<file path="config.mk">
export PLATFORM = sky130hd
export DESIGN_NAME = text_search_like_and_word_match
export DESIGN_NICKNAME = d
export VERILOG_FILES = /design/src/rtl/core/tsw_pkg.sv /design/src/rtl/core/text_search_like_and_word_match.sv /design/src/rtl/core/tsw_engine.sv
export SDC_FILE = /design/constraint.sdc
export NUM_CORES = 1
export LEC_CHECK = 0
export BUFFER_PORTS_ARGS = -buffer_cell sky130_fd_sc_hd__buf_2
export CAP_MARGIN = 25
export CORE_ASPECT_RATIO = 0.6
export CORE_MARGIN = 1.5
export CORE_UTILIZATION = 55
export DETAILED_ROUTE_END_ITERATION = 16
export GPL_TIMING_DRIVEN = 0
export PLACE_DENSITY = 0.71
export RECOVER_POWER = 100
export SYNTH_ARGS = -nofsm -noshare
export SYNTH_HDL_FRONTEND = slang
export SYNTH_SLANG_ARGS = --single-unit
</file>
<file path="constraint.sdc">
create_clock -name clk -period 7.2 [get_ports clk]
set_clock_uncertainty 0.15 [all_clocks]
set_input_delay 1.44 -clock clk [delete_from_list [all_inputs] [get_ports clk]]
set_output_delay 1.44 -clock clk [all_outputs]
set_load 0.01 [all_outputs]
</file>
<file path="src/rtl/core/tsw_pkg.sv">
// ----------------------------------------------------------------------------
// Text search package
// Shared command codes, register indexes, character constants, interface
// structs and byte helper functions for the text search block.
// ----------------------------------------------------------------------------
package tsw_pkg;

  localparam int CMD_W     = 2;
  localparam int SLOT_W    = 5;
  localparam int BYTE_W    = 8;
  localparam int OPT_W     = 3;
  localparam int LEN_REG_W = 6;
  localparam int POS_OUT_W = 16;
  localparam int CFG_IDX_W = 1;

  typedef logic [CMD_W-1:0]     cmd_t;
  typedef logic [BYTE_W-1:0]    byte_t;
  typedef logic [POS_OUT_W-1:0] position_t;

  localparam cmd_t CMD_PATTERN = 2'd0;
  localparam cmd_t CMD_TEXT    = 2'd1;
  localparam cmd_t CMD_END     = 2'd2;

  localparam logic [CFG_IDX_W-1:0] REG_OPTIONS = 1'd0;
  localparam logic [CFG_IDX_W-1:0] REG_LENGTH  = 1'd1;

  localparam int OPT_CASE = 0;
  localparam int OPT_WORD = 1;
  localparam int OPT_LIKE = 2;

  localparam byte_t CHAR_ANY_RUN = 8'h25;
  localparam byte_t CHAR_ANY_ONE = 8'h5F;

  typedef struct packed {
    logic              write;
    logic              text;
    logic              finish;
    logic [SLOT_W-1:0] slot;
    byte_t             data;
  } op_t;

  typedef struct packed {
    logic      found;
    position_t first_position;
    logic      too_long;
  } result_t;

  function automatic byte_t fold(input byte_t c, input logic case_sensitive);
    if (!case_sensitive && c >= 8'h41 && c <= 8'h5A) begin
      return c + 8'h20;
    end
    return c;
  endfunction

  function automatic logic is_word(input byte_t c);
    return (c >= 8'h30 && c <= 8'h39) || (c >= 8'h41 && c <= 8'h5A) ||
           (c >= 8'h61 && c <= 8'h7A) || (c == CHAR_ANY_ONE);
  endfunction

endpackage

</file>
<file path="src/rtl/core/text_search_like_and_word_match.sv">
// ----------------------------------------------------------------------------
// Text search: LIKE wildcard match and substring search
// Input word register, search engine and result register with handshakes on
// both sides, plus the two configuration registers.
// ----------------------------------------------------------------------------
//   Channel  Direction  Handshake             Payload
//   input    in         in_valid / in_ready   command, pattern_slot, data_byte
//   result   out        out_valid / out_ready found, first_position, too_long
//   config   in         cfg_write             cfg_index, cfg_data
//
// One word per cycle is sustained unless an end-of-text word stalls; a word
// is held in the input register before the engine updates all pattern
// positions at once. An end-of-text word then loads the result register.
// If a result waits, the next end-of-text word stalls and the words behind it
// wait; other words pass. Reset clears the search state, the configuration
// registers and both valid flags; pattern bytes are kept until rewritten.
module text_search_like_and_word_match #(
  parameter int PATTERN_MAX   = 32,
  parameter int POSITION_BITS = 16
) (
  input  logic                              clk,
  input  logic                              rst,
  input  logic                              in_valid,
  output logic                              in_ready,
  input  logic [tsw_pkg::CMD_W-1:0]         command,
  input  logic [tsw_pkg::SLOT_W-1:0]        pattern_slot,
  input  logic [tsw_pkg::BYTE_W-1:0]        data_byte,
  output logic                              out_valid,
  input  logic                              out_ready,
  output logic                              found,
  output logic [tsw_pkg::POS_OUT_W-1:0]     first_position,
  output logic                              too_long,
  input  logic                              cfg_write,
  input  logic [tsw_pkg::CFG_IDX_W-1:0]     cfg_index,
  input  logic [tsw_pkg::LEN_REG_W-1:0]     cfg_data
);

  logic                              in_held;
  tsw_pkg::cmd_t                     cmd_q;
  logic [tsw_pkg::SLOT_W-1:0]        slot_q;
  tsw_pkg::byte_t                    byte_q;
  logic [tsw_pkg::OPT_W-1:0]         options;
  logic [tsw_pkg::LEN_REG_W-1:0]     pattern_length;
  logic                              fire;
  tsw_pkg::op_t                      op;
  tsw_pkg::result_t                  result;

  assign fire     = in_held && ((cmd_q != tsw_pkg::CMD_END) || !out_valid || out_ready);
  assign in_ready = !in_held || fire;

  assign op.write  = fire && (cmd_q == tsw_pkg::CMD_PATTERN);
  assign op.text   = fire && (cmd_q == tsw_pkg::CMD_TEXT);
  assign op.finish = fire && (cmd_q == tsw_pkg::CMD_END);
  assign op.slot   = slot_q;
  assign op.data   = byte_q;

  tsw_engine #(
    .PATTERN_MAX   (PATTERN_MAX),
    .POSITION_BITS (POSITION_BITS)
  ) u_engine (
    .clk            (clk),
    .rst            (rst),
    .op             (op),
    .options        (options),
    .pattern_length (pattern_length),
    .result         (result)
  );

  always_ff @(posedge clk) begin
    if (rst) begin
      options        <= '0;
      pattern_length <= '0;
    end else if (cfg_write) begin
      unique case (cfg_index)
        tsw_pkg::REG_OPTIONS: options        <= cfg_data[tsw_pkg::OPT_W-1:0];
        tsw_pkg::REG_LENGTH:  pattern_length <= cfg_data;
        default:              pattern_length <= pattern_length;
      endcase
    end
  end

  always_ff @(posedge clk) begin
    if (rst) begin
      in_held <= 1'b0;
    end else if (in_ready) begin
      in_held <= in_valid;
    end
  end

  always_ff @(posedge clk) begin
    if (in_valid && in_ready) begin
      cmd_q  <= command;
      slot_q <= pattern_slot;
      byte_q <= data_byte;
    end
  end

  always_ff @(posedge clk) begin
    if (rst) begin
      out_valid <= 1'b0;
    end else if (op.finish) begin
      out_valid <= 1'b1;
    end else if (out_ready) begin
      out_valid <= 1'b0;
    end
  end

  always_ff @(posedge clk) begin
    if (op.finish) begin
      found          <= result.found;
      first_position <= result.first_position;
      too_long       <= result.too_long;
    end
  end

endmodule

</file>
<file path="src/rtl/core/tsw_engine.sv">
// ----------------------------------------------------------------------------
// Text search engine
// Pattern store, bit-parallel LIKE automaton and shift-and substring matcher.
// Each text word updates every pattern position at once.
// ----------------------------------------------------------------------------
module tsw_engine #(
  parameter int PATTERN_MAX   = 32,
  parameter int POSITION_BITS = 16
) (
  input  logic                           clk,
  input  logic                           rst,
  input  tsw_pkg::op_t                   op,
  input  logic [tsw_pkg::OPT_W-1:0]      options,
  input  logic [tsw_pkg::LEN_REG_W-1:0]  pattern_length,
  output tsw_pkg::result_t               result
);

  localparam int LEN_W = $clog2(PATTERN_MAX + 1);
  localparam logic [POSITION_BITS-1:0] POS_LIMIT = '1;

  // A run of percent signs lets an active position reach the ones after it.
  // The carries of an add trace exactly that chain.
  function automatic logic [PATTERN_MAX:0] close_run(
    input logic [PATTERN_MAX:0]   act,
    input logic [PATTERN_MAX-1:0] run
  );
    logic [PATTERN_MAX:0] gen;
    logic [PATTERN_MAX:0] prop;
    logic [PATTERN_MAX:0] sum;
    gen  = {1'b0, act[PATTERN_MAX-1:0] & run};
    prop = {1'b0, run};
    sum  = gen + prop;
    return act | (sum ^ gen ^ prop);
  endfunction

  tsw_pkg::byte_t pattern [PATTERN_MAX];

  logic [PATTERN_MAX:0]     like_set;
  logic [PATTERN_MAX-1:0]   prefix_set;
  logic                     prev_boundary;
  logic [POSITION_BITS-1:0] text_pos;
  logic                     match_seen;
  logic [POSITION_BITS-1:0] match_start;
  logic                     pending;
  logic [POSITION_BITS-1:0] pending_start;
  logic                     overflow;

  logic [PATTERN_MAX:0]     like_set_next;
  logic [PATTERN_MAX-1:0]   prefix_set_next;
  logic                     match_seen_next;
  logic [POSITION_BITS-1:0] match_start_next;
  logic                     pending_next;
  logic [POSITION_BITS-1:0] pending_start_next;

  logic                     case_sens;
  logic                     whole;
  logic                     like_mode;
  logic [LEN_W-1:0]         len;
  logic [PATTERN_MAX-1:0]   in_len;
  logic [PATTERN_MAX:0]     at_len;
  logic [PATTERN_MAX-1:0]   run;
  logic [PATTERN_MAX-1:0]   wild_one;
  logic [PATTERN_MAX-1:0]   same;
  tsw_pkg::byte_t           text_f;
  logic [PATTERN_MAX:0]     like_closed;
  logic [PATTERN_MAX:0]     advanced;
  logic                     like_hit;
  logic                     word_c;
  logic                     settle;
  logic                     seen_a;
  logic [POSITION_BITS-1:0] start_a;
  logic [PATTERN_MAX:0]     shifted;
  logic                     cand;
  logic [POSITION_BITS-1:0] len_m1;
  logic [POSITION_BITS-1:0] cand_start;

  assign case_sens = options[tsw_pkg::OPT_CASE];
  assign whole     = options[tsw_pkg::OPT_WORD];
  assign like_mode = options[tsw_pkg::OPT_LIKE];
  assign len = (32'(pattern_length) > 32'(PATTERN_MAX)) ? LEN_W'(PATTERN_MAX)
                                                        : LEN_W'(pattern_length);
  assign text_f = tsw_pkg::fold(op.data, case_sens);

  always_comb begin
    for (int i = 0; i < PATTERN_MAX; i++) begin
      in_len[i]   = 32'(i) < 32'(len);
      run[i]      = in_len[i] && (pattern[i] == tsw_pkg::CHAR_ANY_RUN);
      wild_one[i] = pattern[i] == tsw_pkg::CHAR_ANY_ONE;
      same[i]     = text_f == tsw_pkg::fold(pattern[i], case_sens);
    end
    for (int j = 0; j <= PATTERN_MAX; j++) begin
      at_len[j] = 32'(j) == 32'(len);
    end
  end

  assign like_closed = close_run(like_set, run);

  always_comb begin
    advanced[0] = 1'b0;
    for (int i = 0; i < PATTERN_MAX; i++) begin
      advanced[i+1] = in_len[i] &&
                      (run[i] ? like_closed[i+1]
                              : (like_closed[i] && (wild_one[i] || same[i])));
    end
  end

  assign like_set_next = close_run(advanced, run);
  assign like_hit      = |(like_closed & at_len);

  assign word_c  = tsw_pkg::is_word(op.data);
  assign settle  = pending && !word_c && !match_seen;
  assign seen_a  = match_seen || settle;
  assign start_a = settle ? pending_start : match_start;
  assign shifted = {prefix_set, (!whole || prev_boundary)};

  always_comb begin
    for (int k = 0; k < PATTERN_MAX; k++) begin
      prefix_set_next[k] = in_len[k] ? (shifted[k] && same[k]) : prefix_set[k];
    end
  end

  assign cand       = (|(prefix_set_next & at_len[PATTERN_MAX:1])) && !seen_a;
  assign len_m1     = POSITION_BITS'(len) - POSITION_BITS'(1);
  assign cand_start = (text_pos >= len_m1) ? (text_pos - len_m1) : '0;

  assign match_seen_next    = seen_a || (cand && !whole);
  assign match_start_next   = (cand && !whole) ? cand_start : start_a;
  assign pending_next       = cand && whole;
  assign pending_start_next = (cand && whole) ? cand_start : pending_start;

  always_comb begin
    result.too_long = overflow;
    priority if (like_mode) begin
      result.found          = like_hit;
      result.first_position = '0;
    end else if (len == '0) begin
      result.found          = 1'b1;
      result.first_position = '0;
    end else begin
      result.found = match_seen || pending;
      if (match_seen) begin
        result.first_position = tsw_pkg::position_t'(match_start);
      end else if (pending) begin
        result.first_position = tsw_pkg::position_t'(pending_start);
      end else begin
        result.first_position = '0;
      end
    end
  end

  always_ff @(posedge clk) begin
    for (int i = 0; i < PATTERN_MAX; i++) begin
      if (op.write && (32'(op.slot) == i)) begin
        pattern[i] <= op.data;
      end
    end
  end

  always_ff @(posedge clk) begin
    if (rst || op.finish) begin
      like_set      <= (PATTERN_MAX + 1)'(1);
      prefix_set    <= '0;
      prev_boundary <= 1'b1;
      text_pos      <= '0;
      match_seen    <= 1'b0;
      match_start   <= '0;
      pending       <= 1'b0;
      pending_start <= '0;
      overflow      <= 1'b0;
    end else if (op.text) begin
      like_set      <= like_set_next;
      prefix_set    <= prefix_set_next;
      prev_boundary <= !word_c;
      match_seen    <= match_seen_next;
      match_start   <= match_start_next;
      pending       <= pending_next;
      pending_start <= pending_start_next;
      if (text_pos == POS_LIMIT) begin
        overflow <= 1'b1;
      end else begin
        text_pos <= text_pos + POSITION_BITS'(1);
      end
    end
  end

endmodule

</file>
# After elaboration in Yosys (flattened, before gate mapping)
# Memories as Yosys holds them, arrays and structs flattened.
# Index checks and enable logic that the tools add are counted.
[classes] n_div=0 n_lt_le_gt_ge=104 mux=330 eq_ne=164 multipliers=0 shift=0 n_bitwise=12 n_reduce_logical=334 addsub=38
[op_table] op="$mux 8" n=97
[op_table] op="$ge 8x7->1 const B" n=34
[op_table] op="$le 8x7->1 const B" n=34
[op_table] op="$add 8x6->8 const B" n=33
[op_table] op="$eq 8x7->1 const B" n=33
[op_table] op="$eq 8x6->1 const B" n=32
[op_table] op="$eq 8x8->1" n=32
[op_table] op="$reduce_or 8->1" n=31
[op_table] op="$logic_and 1x1->1" n=239
[op_table] op="$mux 1" n=194
[op_table] op="$mux 5" n=31
[op_table] op="$xor 33x32->33" n=4
[op_table] op="$and 32x32->32" n=3
[op_table] op="$eq 5x6->1 const A" n=16
[op_table] op="$lt 5x6->1 const A" n=16
[op_table] op="$eq 5x5->1 const B" n=16
[op_table] op="$mux 16" n=5
[op_table] op="$add 32x32->33" n=2
[op_table] op="$or 33x33->33" n=2
[op_table] op="$eq 4x6->1 const A" n=8
[op_table] op="$lt 4x6->1 const A" n=8
[op_table] op="$logic_or 1x1->1" n=43
[op_table] op="$eq 5x4->1 const B" n=8
[op_table] op="$mux 17" n=2
[op_table] op="other kinds (33)" n=59
[totals] word_cells=1002 regBits=161 romBits=0 memories=1 out_inout_bits=20 in_bits=27 latch_bits=0 mem_bits_rw=256
[memory_table] name="u_engine.pattern" words=32 word_bits=8 rd=32 rd_ports_with_merged_regs=0 write_ports=1 line="tsw_engine.sv:36" text="tsw_pkg::byte_t pattern [PATTERN_MAX];"

# Logic depth before layout (Yosys ltp)
# Gate-level depths: netlist of run 1.
[depth] depth_word=40 depth_mapped=29 ltp_nobuf=24

# By module
# A second synthesis of run 1 with hierarchy kept.
[unflattened] hier_cells=3008 area_unflattened_um2=27227.4
[modules_own_cells] module="tsw_engine" area_each_um2=25771.0 seq_area_each_um2=10009.6 cells_each=2925 n_inst=1
[modules_own_cells] module="text_search_like_and_word_match" area_each_um2=1456.4 seq_area_each_um2=1211.2 cells_each=83 n_inst=1

# Least setup slack after synthesis of run 1
# No wires, ideal clock.
[synth_timing] path_kind="reg-to-reg" startpoint="register pattern_length[5] in the netlist's numbering" endpoint="register u_engine.like_set[29]" path_slack_ns=0.645 n_path_buf=6 path_stages_with_launch=25 t_arrival_ns=6.340 setup_ns=0.065 t_required_ns=6.985 period_less_slack_ns=6.555 cell_sequence="dfxtp_1 buf_2 buf_6 clkbuf_1 buf_1 clkbuf_1 nor2b_1 inv_1 ha_1 clkbuf_1 or3b_2 nor2_1 nor3_1 ha_1 or2_2 o211a_2 a221o_1 a221o_1 a21oi_2 o21ai_2 or4_2 o32ai_2 a311oi_2 a211o_1 nor2_1"
[synth_between] elab_chain_len=17 elab_cells_between_ends=159 cone_classes="add/sub: 2; order compare: 31; mux: 30; bitwise: 8; reduce/logical: 88"
[synth_lines] element="from (decl)" line="text_search_like_and_word_match.sv:43" text="logic [tsw_pkg::LEN_REG_W-1:0] pattern_length;"
[synth_lines] element="from (signal assigned)" line="text_search_like_and_word_match.sv:76" text="tsw_pkg::REG_LENGTH: pattern_length <= cfg_data;"
[synth_lines] element="from (signal assigned)" line="text_search_like_and_word_match.sv:77" text="default: pattern_length <= pattern_length;"
[synth_lines] element="$gt 6x6->1" line="tsw_engine.sv:80" text="assign len = (32'(pattern_length) > 32'(PATTERN_MAX)) ? LEN_W'(PATTERN_MAX)"
[synth_lines] element="$mux 6 *" line="tsw_engine.sv:80"
[synth_lines] element="$lt 1x6->1 (tied with other cells)" line="tsw_engine.sv:86" text="in_len[i] = 32'(i) < 32'(len);"
[synth_lines] element="$logic_and 1x1->1" line="tsw_engine.sv:87" text="run[i] = in_len[i] && (pattern[i] == tsw_pkg::CHAR_ANY_RUN);"
[synth_lines] element="$and 32x32->32" line="tsw_engine.sv:30" text="gen = {1'b0, act[PATTERN_MAX-1:0] & run};"
[synth_lines] element="$add 32x32->33" line="tsw_engine.sv:32" text="sum = gen + prop;"
[synth_lines] element="$xor 33x32->33 (2 in a row)" line="tsw_engine.sv:33" text="return act | (sum ^ gen ^ prop);"
[synth_lines] element="$or 33x33->33" line="tsw_engine.sv:33"
[synth_lines] element="$logic_and 1x1->1" line="tsw_engine.sv:103" text=": (like_closed[i] && (wild_one[i] || same[i])));"
[synth_lines] element="$mux 1" line="tsw_engine.sv:102" text="(run[i] ? like_closed[i+1]"
[synth_lines] element="$logic_and 1x1->1" line="tsw_engine.sv:101" text="advanced[i+1] = in_len[i] &&"
[synth_lines] element="$and 32x32->32" line="tsw_engine.sv:30"
[synth_lines] element="$add 32x32->33" line="tsw_engine.sv:32"
[synth_lines] element="$xor 33x32->33 (2 in a row)" line="tsw_engine.sv:33"
[synth_lines] element="$or 33x33->33 *" line="tsw_engine.sv:33"
[synth_lines] element="to (signal assigned)" line="tsw_engine.sv:161" text="like_set <= (PATTERN_MAX + 1)'(1);"
[synth_lines] element="to (signal assigned)" line="tsw_engine.sv:171" text="like_set <= like_set_next;"
[synth_lines] element="to (decl)" line="tsw_engine.sv:38" text="logic [PATTERN_MAX:0] like_set;"
# Mark *: on every way between the ends. The rest lies on a longest branch, timed or not.
# A chain may end at the register's enable or synchronous reset.

==> results.md, run 1 <==
* Crit path kind: register to register
* Initial Util at 55.8%
* M1 WL at 49,800 microns
* Final GP Congestion at 1.10
* DRC at 0
* Synthesized instance count at 3,167
* Run status: finished, violations left
* Most frequent cells in the layout: nor2_1 (331), edfxtp_1 (289), a21oi_1 (224)
* Setup-failing EPs final at 8
* Antenna violations before repair at 4
* Fin util at 63.1%
* Leak Pwr at 10.7 nW
* Drt pass-1 iters at 9
* PwrDens at 178 nW/um^2
* Placeable Area at 51,100 sq um
* Max_slew headroom at 12.4%
* Post-synth EDFFs at 289
* Clock network latency to the later pin of the worst-skew pair at 600 ps
* CP bufs+invs at 7
* Critical Path AT at 7650 ps
* Final worst slack at -142 ps
* Metal3 WL at 24,300 microns
* Clock sinks at 416
* Net count, final at 3,405
* CP delay by family, top: compound AO/OA/AOI/OAI gates
* Yosys warns at 0
* Post-DP HPWL at 99,100 microns
* Buffers on Ports at 44
* Share of layout cells above drive strength 1 at 11.1%
* Worst Path Max Fanout at 10
* Worst Hold Class: register to register
* CTS Buffer Depth at 3
* Routed vias at 29,700
* Via-per-instance ratio at 7.34
* Post-route ant nets at 0
* Tightest Pin Transition at 1310 ps
* CP max stage delay at 620 ps
* Fin. Hold Viols at 0
* Top FF cell, synth: edfxtp_1
* CP dominant cell by count: buf_4
* Seq/Total Area, Yosys at 39.4%
* Failing checks: setup timing
* CTS tree: yes
* First-pass GRT wire length at 182,000 microns
* # IOs at 47
* Clock root cell: clkbuf_16
* H-tree level count at 2
* Die Y at 179 microns
* Largest net degree at the start of global routing at 22
* Post-Route WL at 129,000 microns
* R2R Setup Slk at -140 ps
* Fin crit period at 7340 ps
* Area Growth Syn to Fin at 13.1%
* Mean area per synthesized cell at 9.00 sq um
* Die area at 53,200 sq um
* Wire per inst at 31.9 microns
* RSZ-0062 raised after global routing: no
* Worst setup EP type: register
* Initial DRC count at 5,412
* CP Cell Sequence: buf_4 -> buf_6 -> inv_1 -> clkbuf_4 -> nand2_2 -> inv_1 -> ha_1 -> buf_4 -> a311oi_1 -> nand4b_1 -> buf_4 -> or4_1 -> or4_1 -> a211oi_4 -> o21ai_2 -> a211oi_1 -> or2_2 -> a21oi_1 -> o21ai_0 -> a21oi_1 -> o221ai_1 -> o32a_1
* Max Cap Violations at 0
* Num CTS Buffers at 43
* Async set or reset register ratio after synthesis at 0%
* Commonest non-fill, non-tap cell in the layout: nor2_1
* Clk slew on worst S/H paths at 80 ps
* Aggregate global routing overflow at 0
* Max VDD drop at 0.185 mV
* Filler Cell Count at 4,274
* Top sig layer: met5
* Max Freq at 0.136 GHz
* Critical Path RT at 7510 ps
* Row Count at 64
* GRT Total Usage at 46.9%
* Die width at 297 microns
* Vias in the first global route at 26,900
* Critical Path Start Type: register
* Post-synthesis cell type count at 127
* Final worst path period share at 102%
* Met2 WL at 47,900 microns
* Mapped Nets at 3,252
* WHS at 324 ps
* Max Slew Vio Count at 0
* Post-Syn Area at 28,500 sq um
* Synth Register Bits at 416
* Slowest cell on crit path: or4_1
* Hold_buf cts at 0
## synthesized netlist by cell type, types with 25 or more instances
library cell	n	share of area, %
xor2_1	117	3.6
ha_1	57	2.5
nand2b_1	48	1.1
nand3_1	107	1.9
or2_2	42	0.92
and2_1	41	0.90
edfxtp_1	289	30
nand2_1	203	2.7
nor4_1	51	1.1
xnor2_1	111	3.4
clkbuf_1	82	1.1
dfxtp_1	127	8.9
nor2b_1	27	0.59
a21o_1	31	0.82
a211oi_1	26	0.69
nor2_1	332	4.4
nand4_1	68	1.5
o211ai_1	27	0.71
inv_1	83	1.1
or4_1	33	0.87
nor3_1	172	3.0
a21oi_1	224	3.9
mux2i_1	25	0.88
and3_1	31	0.68
a31oi_1	32	0.70
o21ai_0	142	2.5
or3_1	55	1.2
## registers in the layout (all words and copies together), names as in the netlist
| register | cells |
|---|---|
| byte_q | 8 |
| cmd_q | 2 |
| first_position | 16 |
| found | 1 |
| in_held | 1 |
| options | 3 |
| out_valid | 1 |
| pattern_length | 6 |
| slot_q | 5 |
| too_long | 1 |
| u_engine.like_set | 33 |
| u_engine.match_seen | 1 |
| u_engine.match_start | 16 |
| u_engine.overflow | 1 |
| u_engine.pattern | 256 |
| u_engine.pending | 1 |
| u_engine.pending_start | 16 |
| u_engine.prefix_set | 31 |
| u_engine.prev_boundary | 1 |
| u_engine.text_pos | 16 |
## worst paths after layout
kind	from	end	depth (start not counted)
max	pattern_length[5]	found	22
min	u_engine.prefix_set[11]	u_engine.prefix_set[11]	2
max reg2reg	pattern_length[5]	found	22
min reg2reg	u_engine.prefix_set[11]	u_engine.prefix_set[11]	2
## logic make-up (layout without fill, tap and decap cells)
logic type	count (synthesis)	count (layout)	synth area share (%)
compound gates	810	810	19.9
xor+xnor	228	228	7.01
fa+ha+maj	58	58	2.57
buf+inv	237	425	3.74
flops	416	416	39.4
mux	29	29	1.04
other cells	0	5	0
simple gates	1389	1389	26.4
## worst reg2reg max path, cell delays in order, from the launching register on
cell and delay (ps):
dfxtp_2 360, buf_4 200, buf_6 170, inv_1 250, clkbuf_4 330, nand2_2 190
inv_1 280, ha_1 190, buf_4 210, a311oi_1 270, nand4b_1 280, buf_4 200
or4_1 620, or4_1 610, a211oi_4 610, o21ai_2 240, a211oi_1 430, or2_2 290
a21oi_1 120, o21ai_0 170, a21oi_1 190, o221ai_1 590, o32a_1 270
## metrics by stage
| stage | std cells | setup TNS (ps) | instance area [sq um] | setup WS [ps] | power [mW] |
|---|---|---|---|---|---|
| floorplan | 3167 | 0 | 28500 | 645 | 2.97 |
| global placement | 3904 | -84230 | 29600 | -2290 | 3.21 |
| detailed placement | 3945 | -91340 | 30300 | -2320 | 3.26 |
| CTS | 4034 | 0 | 32100 | 7.52 | 5.66 |
| global route | 4050 | 0 | 32200 | 6.92 | 5.81 |
| finish | 4053 | -426 | 32200 | -142 | 5.74 |
## final cells by class
class	count	area, sq um	area share (%)
diodes	5	12.5	0.0388
plain buffers	151	771	2.39
clock buffers	57	1240	3.86
clock inverters	23	265	0.823
inverters	85	319	0.990
multi-input cells	2514	16400	51.0
flip-flops and latches	416	11200	34.8
well taps	693	867	2.69
repair buffers	109	1080	3.36
## routing by layer
metal / global-route usage, % / vias to the layer above
met4: 22.4 / 4
met1: 63.5 / 14200
li1: - / 12400
met2: 61.2 / 2735
met3: 23.2 / 454
met5: 2.29 / -
## what timing repair did
item | in CTS | in global routing
gates resized for setup | 43 | 26
cloned | 0 | 0
hold endpoints to repair | 0 | 0
setup endpoints to repair | 65 | 45
pin swaps | 4 | 5
buffers inserted | 10 | 1
## report_power, final
group	total, mW	switching, mW	internal (mW)	leakage [nW]
combinational	0.687	0.491	0.196	6.35
sequential	2.59	0.0244	2.57	3.62
clock	2.46	1.08	1.38	0.746
total	5.74	1.59	4.14	10.7
Note: power is estimated with default switching activity, not from simulation.
==> run 2: changes to the inputs <==
==> constraint.sdc (replaced) <==
create_clock -name clk -period 7.9 [get_ports clk]
set_clock_uncertainty 0.15 [all_clocks]
set_input_delay 1.58 -clock clk [delete_from_list [all_inputs] [get_ports clk]]
set_output_delay 1.58 -clock clk [all_outputs]
set_load 0.01 [all_outputs]
==> run 2 against run 1 <==
Against the previous run: the run ends with capacitance limit, slew limit, setup timing left; routed wire length is 0.24% higher; via count rose by 0.63%; sequential power decreased by 8.5%; clock-buffer cell count unchanged; die area unchanged; sequential cell count unchanged; power down 8.9%; sequential share of layout area increased by 0.12 points; final area shrank 0.36%; global-route usage decreased by 0.094 points; first-iteration DRC count is 0.78% higher; largest cell class unchanged.
==> results.md, run 2 (same netlist as run 1, synthesis figures left out) <==
* Run status: finished, violations left
* Failing checks: capacitance limit, slew limit, setup timing
* Fin crit period at 8110 ps
* DP Area at 30,300 sq um
* Drt pass-1 iters at 13
* Worst Path Max Fanout at 17
* Placeable Area at 51,100 sq um
* Hold_buf cts at 0
* Aggregate global routing overflow at 0
* Switching Share at 27.8%
* Final GP Congestion at 1.10
* Worst setup EP type: register
* Largest register by flop count: u_engine.pattern
* Critical Path RT at 8270 ps
* Post-route cell area at 32,100 sq um
* Clk slew on worst S/H paths at 60 ps
* Die Y at 179 microns
* Post-Route WL at 129,000 microns
* # IOs at 47
* Vias in the first global route at 26,800
* Fin. Hold Viols at 0
* Initial DRC count at 5,454
* Clock power share at 42.9%
* Max Freq at 0.123 GHz
* Largest registers: u_engine.pattern: 256 flops, u_engine.like_set: 33 flops, u_engine.prefix_set: 31 flops
* Critical Path AT at 8480 ps
* Antenna violations before repair at 4
* Leak Pwr at 10.7 nW
* Area Growth Syn to Fin at 12.7%
* Final worst path period share at 103%
* GRT Total Usage at 46.8%
* Worst Hold Class: register to register
* Pre-CTS setup slack at -1620 ps
* Row Count at 64
* Max VDD drop at 0.169 mV
* H-tree level count at 2
* CTS tree: yes
* Post-route ant nets at 0
* Clock root cell: clkbuf_16
* Setup-failing EPs final at 24
* Die width at 297 microns
* Crit path kind: register to register
* First-pass GRT wire length at 181,000 microns
* Initial Util at 55.8%
* Wire per inst at 31.9 microns
* Buffers on Ports at 44
* Clock network latency to the later pin of the worst-skew pair at 600 ps
* Share of layout cells above drive strength 1 at 10.5%
* Largest net degree at the start of global routing at 22
* Routed vias at 29,900
* Max_slew headroom at -1.25%
* PwrDens at 163 nW/um^2
* DRC at 0
* Net count, final at 3,407
* Max reg flops at 256
* Die area at 53,200 sq um
* CTS Buffer Depth at 3
* Logic pwr share at 11.8%
* RSZ-0062 raised after global routing: no
* Critical Path Start Type: register
* Clock sinks at 416
* P_int at 3.77 mW
* Sequential Power Share at 45.3%
* Via-per-instance ratio at 7.37
* Final worst slack at -211 ps
* Most frequent cells in the layout: nor2_1 (332), edfxtp_1 (289), a21oi_1 (223)
* Post-DP HPWL at 99,100 microns
* Num CTS Buffers at 43
* Commonest non-fill, non-tap cell in the layout: nor2_1
* Tightest Pin Transition at 1520 ps
* Max Cap Violations at 1
* Sw power at 1.45 mW
* Max Slew Vio Count at 17
* R2R Setup Slk at -210 ps
==> run 2: final timing paths <==
check             startpoint                       end  cells past startpoint
setup / recovery   byte_q[7]  u_engine.match_start[14]                     19
hold / removal     byte_q[7]  u_engine.pattern[1][119]                      0
setup reg to reg   byte_q[7]  u_engine.match_start[14]                     19
hold reg to reg    byte_q[7]  u_engine.pattern[1][119]                      0
==> run 2: what timing repair did <==
action	in CTS	in global routing
gates resized for setup	15	20
endpoints found under the setup margin	58	19
buffers inserted	1	7
cloned	0	0
pin swaps	1	5
endpoints found under the hold margin	0	0
==> run 2: layout make-up <==
cell class	instances	area, sq um
Sequential cell	416	11200
Clock buffer	57	1240
Inverter	85	319
Buffer	151	744
Timing Repair Buffer	111	1070
Antenna cell	11	27.5
Clock inverter	23	265
Multi-Input combinational cell	2514	16300
Fill cell	4296	19000
Tap cell	693	867
==> run 2: critical path: stages (launching register included) <==
cell and delay (ps):
edfxtp_1 340, clkbuf_1 1100, buf_16 260, buf_2 260, nand2b_1 200, or4_1 180
a21o_1 120, clkbuf_1 700, nand2_1 850, xnor2_1 370, nor4_1 880, and3_1 270
a21oi_1 100, o2111ai_1 410, nor4_1 150, o21ai_0 250, nor3b_2 590, clkbuf_1 470
o21ai_0 160, a21oi_1 190
==> run 2: power groups by stage <==
stage,logic [mW],registers [mW],clock network (mW)
final,0.619,2.37,2.24
after global routing,0.621,2.37,2.30
after CTS,0.566,2.37,2.22
after detailed placement,0.560,2.41,0
after global placement,0.484,2.44,0
after floorplan,0.294,2.41,0
==> run 2: stage by stage <==
stage | cells | hold WS, ps | TNS (ps) | util, % | total power [mW]
after CTS | 4026 | 314 | 0 | 62.5 | 5.15
after detailed placement | 3945 | 305 | -48330 | 59.4 | 2.97
after floorplan | 3167 | 259 | 0 | - | 2.71
after global routing | 4050 | 309 | 0 | 62.8 | 5.28
after global placement | 3904 | 294 | -41640 | 57.9 | 2.92
final | 4061 | 297 | -2550 | 62.8 | 5.23
==> run 2: routing by layer <==
metal / GRT usage [%] / vias to the layer above / share of wire (%) / wire, microns
li1: - / 12400 / - / -
met1: 63.1 / 14300 / 39 / 49900
met2: 61.4 / 2802 / 37 / 48300
met3: 23.4 / 471 / 19 / 24300
met4: 22.2 / 6 / 5.3 / 6800
met5: 1.76 / - / 0.13 / 165
